**config.mk**
```make
export PLATFORM = sky130hd
export DESIGN_NAME = srq_ctrl
export DESIGN_NICKNAME = d
export VERILOG_FILES = /design/src/sv/srq_pkg.sv /design/src/sv/srq_ctrl.sv
export SDC_FILE = /design/constraint.sdc
export NUM_CORES = 1
export LEC_CHECK = 0
export CAP_MARGIN = 5
export CORE_AREA = 2 2 39 41
export CTS_BUF_LIST = sky130_fd_sc_hd__clkbuf_8 sky130_fd_sc_hd__clkbuf_16
export DETAILED_ROUTE_END_ITERATION = 10
export DIE_AREA = 0 0 41 43
export DONT_BUFFER_PORTS = 1
export PLACE_DENSITY = 0.5
export SLEW_MARGIN = 30
export SYNTH_ARGS = -nofsm -noshare
export SYNTH_HDL_FRONTEND = slang
export SYNTH_SLANG_ARGS = --single-unit
```
**constraint.sdc**
```tcl
create_clock -name i_clk -period 1.1 [get_ports i_clk]
set_input_delay 0.055 -clock i_clk [delete_from_list [all_inputs] [get_ports i_clk]]
set_output_delay 0.055 -clock i_clk [all_outputs]
set_load 0.02 [all_outputs]
```
**src/sv/srq_pkg.sv**
```systemverilog
// package with shared constants, types and command/status structs for the range power query
package srq_pkg;

    localparam int ARRAY_DEPTH = 4096;
    localparam int VALUE_RANGE = 65536;

    localparam int IDX_W = 12;
    localparam int VAL_W = 16;
    localparam int POW_W = 40;

    localparam int EL_AW = $clog2(ARRAY_DEPTH);
    localparam int WIN_W = $clog2(ARRAY_DEPTH + 1);
    localparam int CT_AW = $clog2(VALUE_RANGE);
    localparam int CNT_W = WIN_W;
    localparam int FAC_W = CNT_W + 1;
    localparam int DEL_W = FAC_W + VAL_W;

    localparam int IDX_LSB   = 0;
    localparam int VAL_LSB   = IDX_LSB + IDX_W;
    localparam int LEFT_LSB  = VAL_LSB + VAL_W;
    localparam int RIGHT_LSB = LEFT_LSB + IDX_W;
    localparam int IN_BITS   = RIGHT_LSB + IDX_W;
    localparam int IN_DATA_W = ((IN_BITS + 7) / 8) * 8;
    localparam int OUT_DATA_W = ((POW_W + 7) / 8) * 8;

    localparam logic CMD_LOAD  = 1'b0;
    localparam logic CMD_QUERY = 1'b1;

    typedef enum logic [2:0] {
        ST_CLEAR,
        ST_IDLE,
        ST_MOVE,
        ST_VAL,
        ST_CNT,
        ST_UPD,
        ST_DONE
    } t_state;

    typedef enum logic [1:0] {
        MV_GROW_LEFT,
        MV_GROW_RIGHT,
        MV_SHRINK_LEFT,
        MV_SHRINK_RIGHT
    } t_move;

    typedef struct packed {
        logic  accept;
        logic  clear_step;
        logic  step;
        t_move move;
        logic  load_done;
        logic  fetch;
        logic  calc;
        logic  update;
        logic  out_load;
    } t_srq_cmd;

    typedef struct packed {
        logic clr_last;
        logic in_load;
        logic in_bad;
        logic grow_left;
        logic grow_right;
        logic shrink_left;
        logic shrink_right;
        logic win_open;
        logic out_free;
    } t_srq_stat;

endpackage

```
**src/sv/srq_ctrl.sv**
```systemverilog
// controller state machine sequencing clear, window moves, loads and result hand-off
module srq_ctrl
    import srq_pkg::*;
(
    input  logic      i_clk,
    input  logic      i_rst_n,
    input  logic      i_s_axis_tvalid,
    output logic      o_s_axis_tready,
    input  t_srq_stat i_stat,
    output t_srq_cmd  o_cmd
);

    t_state r_state, n_state;
    logic   r_is_load, n_is_load;

    always_ff @(posedge i_clk) begin
        if (!i_rst_n) begin
            r_state   <= ST_CLEAR;
            r_is_load <= 1'b0;
        end else begin
            r_state   <= n_state;
            r_is_load <= n_is_load;
        end
    end

    always_comb begin
        n_state         = r_state;
        n_is_load       = r_is_load;
        o_cmd           = '0;
        o_cmd.move      = MV_GROW_LEFT;
        o_s_axis_tready = 1'b0;
        unique case (r_state)
            ST_CLEAR: begin
                o_cmd.clear_step = 1'b1;
                if (i_stat.clr_last) begin
                    n_state = ST_IDLE;
                end
            end
            ST_IDLE: begin
                o_s_axis_tready = 1'b1;
                if (i_s_axis_tvalid) begin
                    o_cmd.accept = 1'b1;
                    n_is_load    = i_stat.in_load;
                    if (!i_stat.in_load && i_stat.in_bad) begin
                        n_state = ST_DONE;
                    end else begin
                        n_state = ST_MOVE;
                    end
                end
            end
            ST_MOVE: begin
                if (r_is_load) begin
                    if (i_stat.win_open) begin
                        o_cmd.step = 1'b1;
                        o_cmd.move = MV_SHRINK_LEFT;
                        n_state    = ST_VAL;
                    end else begin
                        o_cmd.load_done = 1'b1;
                        n_state         = ST_IDLE;
                    end
                end else if (i_stat.grow_left) begin
                    o_cmd.step = 1'b1;
                    o_cmd.move = MV_GROW_LEFT;
                    n_state    = ST_VAL;
                end else if (i_stat.grow_right) begin
                    o_cmd.step = 1'b1;
                    o_cmd.move = MV_GROW_RIGHT;
                    n_state    = ST_VAL;
                end else if (i_stat.shrink_left) begin
                    o_cmd.step = 1'b1;
                    o_cmd.move = MV_SHRINK_LEFT;
                    n_state    = ST_VAL;
                end else if (i_stat.shrink_right) begin
                    o_cmd.step = 1'b1;
                    o_cmd.move = MV_SHRINK_RIGHT;
                    n_state    = ST_VAL;
                end else begin
                    n_state = ST_DONE;
                end
            end
            ST_VAL: begin
                o_cmd.fetch = 1'b1;
                n_state     = ST_CNT;
            end
            ST_CNT: begin
                o_cmd.calc = 1'b1;
                n_state    = ST_UPD;
            end
            ST_UPD: begin
                o_cmd.update = 1'b1;
                n_state      = ST_MOVE;
            end
            ST_DONE: begin
                if (i_stat.out_free) begin
                    o_cmd.out_load = 1'b1;
                    n_state        = ST_IDLE;
                end
            end
            default: begin
                n_state = ST_IDLE;
            end
        endcase
    end

endmodule

```
==> out/qor.yml <==
worst_hold_path:
  min_path_type: "in -> reg"
  min_to: "r_state[1]"
  min_path_cells: 2
  hp-start: "i_s_axis_tvalid"
critical_path:
  worst-endpoint-required_ns: 1.04
  cp.arrival_ns: 1.32
  r2r-end: "r_state[0]"
  setup.worst_path.class: "reg -> out"
  worstSetupStartpointType: "flop"
  reg2regPathDepth: 4
  endpoint_kind: "output port"
  r2r_slack_ns: -0.16
  cpMaxStageDelayCell: "or3b_4"
  r2r-start: "r_state[0]"
  cp_max_fo: 3
  cp_cell_sequence: "or3b_4 > nor4_4 > buf_4"
  cpLargestDelayFamily: "simple AND/OR/NAND/NOR gates"
  cp_num_buf_inv: 1
  cp_slowest_stage_delay_ns: 0.40
yosys:
  synthCells: 54
  synthTopCellsByCount: "a21oi_1, dfxtp_1, nand2_1, nor2_1, inv_1"
  synth_top_area_cell: "dfxtp_1"
  yosysSeqAreaShare_pct: 18.9
  synth.area.top_cells: "dfxtp_1, nor3b_2, nor4_4"
  synth_top_area_share_pct: 18.9
  ys_ff_latch: 4
  synth_fp_nets: 66
  ys_types: 30
  synth_area_um2: 423
  synthFlopType: "dfxtp_1"
  syn_area_per_cell_um2: 7.83
  yosysWarnings: 0
  synthArstFlopShare_pct: 0
  synth_edf_count: 0
global_routing:
  grt_util_met3_pct: 3.66
  grt_pass1_wl_um: 1950
  busiest_layer: "met1"
  grt_util_met2_pct: 22.2
  antenna_found_initial: 0
  grt_util_met1_pct: 22.5
  grt.total_usage_pct: 16.1
  grt_pass1_vias: 453
  grt_max_degree: 16
  overflow: 0
detailed_routing:
  num_vias: 479
  drt-vias-per-instance: 5.32
  drc: 0
  wl_um: 1200
  drt_iter0_drc: 4
  wl_per_cell_um: 13.4
  ant_nets: 0
  first_pass_iters: 2
sta:
  rsz0062_at_grt: "true"
  setup_ws_ns: -0.271
  hold_violations: 0
  setup_viol: 15
  period_share_pct: 125
  fmax_mhz: 729
  slew_headroom_pct: 77.5
  worst_pin_slew_ns: 0.336
  tns_ns: -1.80
  slew_viol_final: 0
  fin_skew_ns: 0.000878
  fin_crit_ns: 1.37
power_and_ir_drop:
  vdd.ir_drop.worst_mv: 0.527
  p_leak_nw: 0.279
  p_per_area_nw_per_um2: 1110
  power_w: 0.000784
placed_design:
  placed_area_um2: 546
  dp_hpwl_um: 857
  gp_congestion: 0.719
  portBuffers: 0
cts:
  root_buffer: "clkbuf_8"
  cts_sinks: 4
  clk_pin_slew_ns: 0.03
  tritoncts.num_buffers: 3
  cts_tree: "built"
  clock_latency_ns: 0.22
  h-tree-depth: 1
  cts_buffer_depth: 2
status:
  violations: "negative setup slack"
  status: "finished with violations"
finish:
  drive_gt1_share_pct: 50.0
  nets: 88
  num-fill-cells: 133
  diodes: 0
  stdcell_area_um2: 708
  syn2layout_area_growth_pct: 67.5
floorplan:
  ios: 23
  die_w_um: 41
  die_y_um: 43
  row_count: 14
  dieArea_um2: 1760
  initial_utilization_pct: 30.6
  core_region_area_um2: 1380
run:
  maxCapViolations: 0
area by class of cell:
type	instances	area (um^2)	area share, %
well taps	16	20.0	2.83
multi-input cells	44	379	53.5
flip-flops and latches	4	82.6	11.7
inverters	3	11.3	1.59
repair buffers	20	174	24.6
clock buffers	3	41.3	5.83
cell families after synthesis:
kind of cell / synth area share, %
AO/OA/AOI/OAI: 21.3
buffers and inverters: 6.81
multiplexers: 2.37
AND/OR/NAND/NOR: 50.6
flip-flops: 18.9
routing by layer:
layer,wire [um],share of wire [%],up-vias
li1,-,-,240
met1,544,45,220
met2,573,48,17
met3,74,6.2,2
met4,10,0.83,0
met5,0,0,-
power breakdown:
| part | internal (W) | switching (W) |
|---|---|---|
| clock network | 0.000234 | 0.0000817 |
| logic | 0.000150 | 0.000154 |
| registers | 0.000159 | 0.00000648 |
timing repair:
item | 4_1_cts | 5_1_grt
pin swaps | 4 | 0
hold buffers | 2 | 0
endpoints found under the setup margin | 13 | 15
resized for setup | 13 | 4
buffers inserted | 3 | 1
hold endpoints to repair | 2 | 0
worst register-to-register path, delay by kind of cell (launching register included):
kind | cells | cell delay (ns)
buf+inv | 1 | 0.22
flops | 1 | 0.32
simple gates | 2 | 0.51
compound gates | 1 | 0.12
metrics by stage:
stage	worst slack (ns)	util (%)	hold WS [ns]	std cells
finish	-0.271	51.2	0.00110	90
detailed placement	-0.0905	39.4	0.187	81
CTS	-0.276	49.3	0.000928	89
floorplan	-0.0979	-	0.148	54
global placement	-0.0746	39.4	0.192	81
global route	-0.304	51.2	0.0185	90
worst max path at each step:
stage | to | slack, ns | depth (start not counted) | startpoint
6_report | o_cmd[5] | -0.27 | 3 | r_state[1]
5_1_grt | o_cmd[5] | -0.30 | 3 | r_state[1]
4_1_cts | o_cmd[5] | -0.28 | 3 | r_state[1]
3_5_place_dp | r_state[0] | -0.09 | 4 | r_state[0]
3_3_place_gp | o_cmd[5] | -0.07 | 3 | r_state[1]
2_1_floorplan | o_cmd[5] | -0.1 | 2 | r_state[1]
flip-flops by register name (all words and copies together) (netlist names):
register	cells
r_is_load	1
r_state	3
placed cells by master, fill, tap and decap left out, types with 3 or more instances in the layout:
cell	instances
buf_6	5
clkbuf_8	3
buf_4	13
inv_1	3
nor2_1	3
nand2_1	3
No activity file was read; power rests on OpenSTA's default activity.
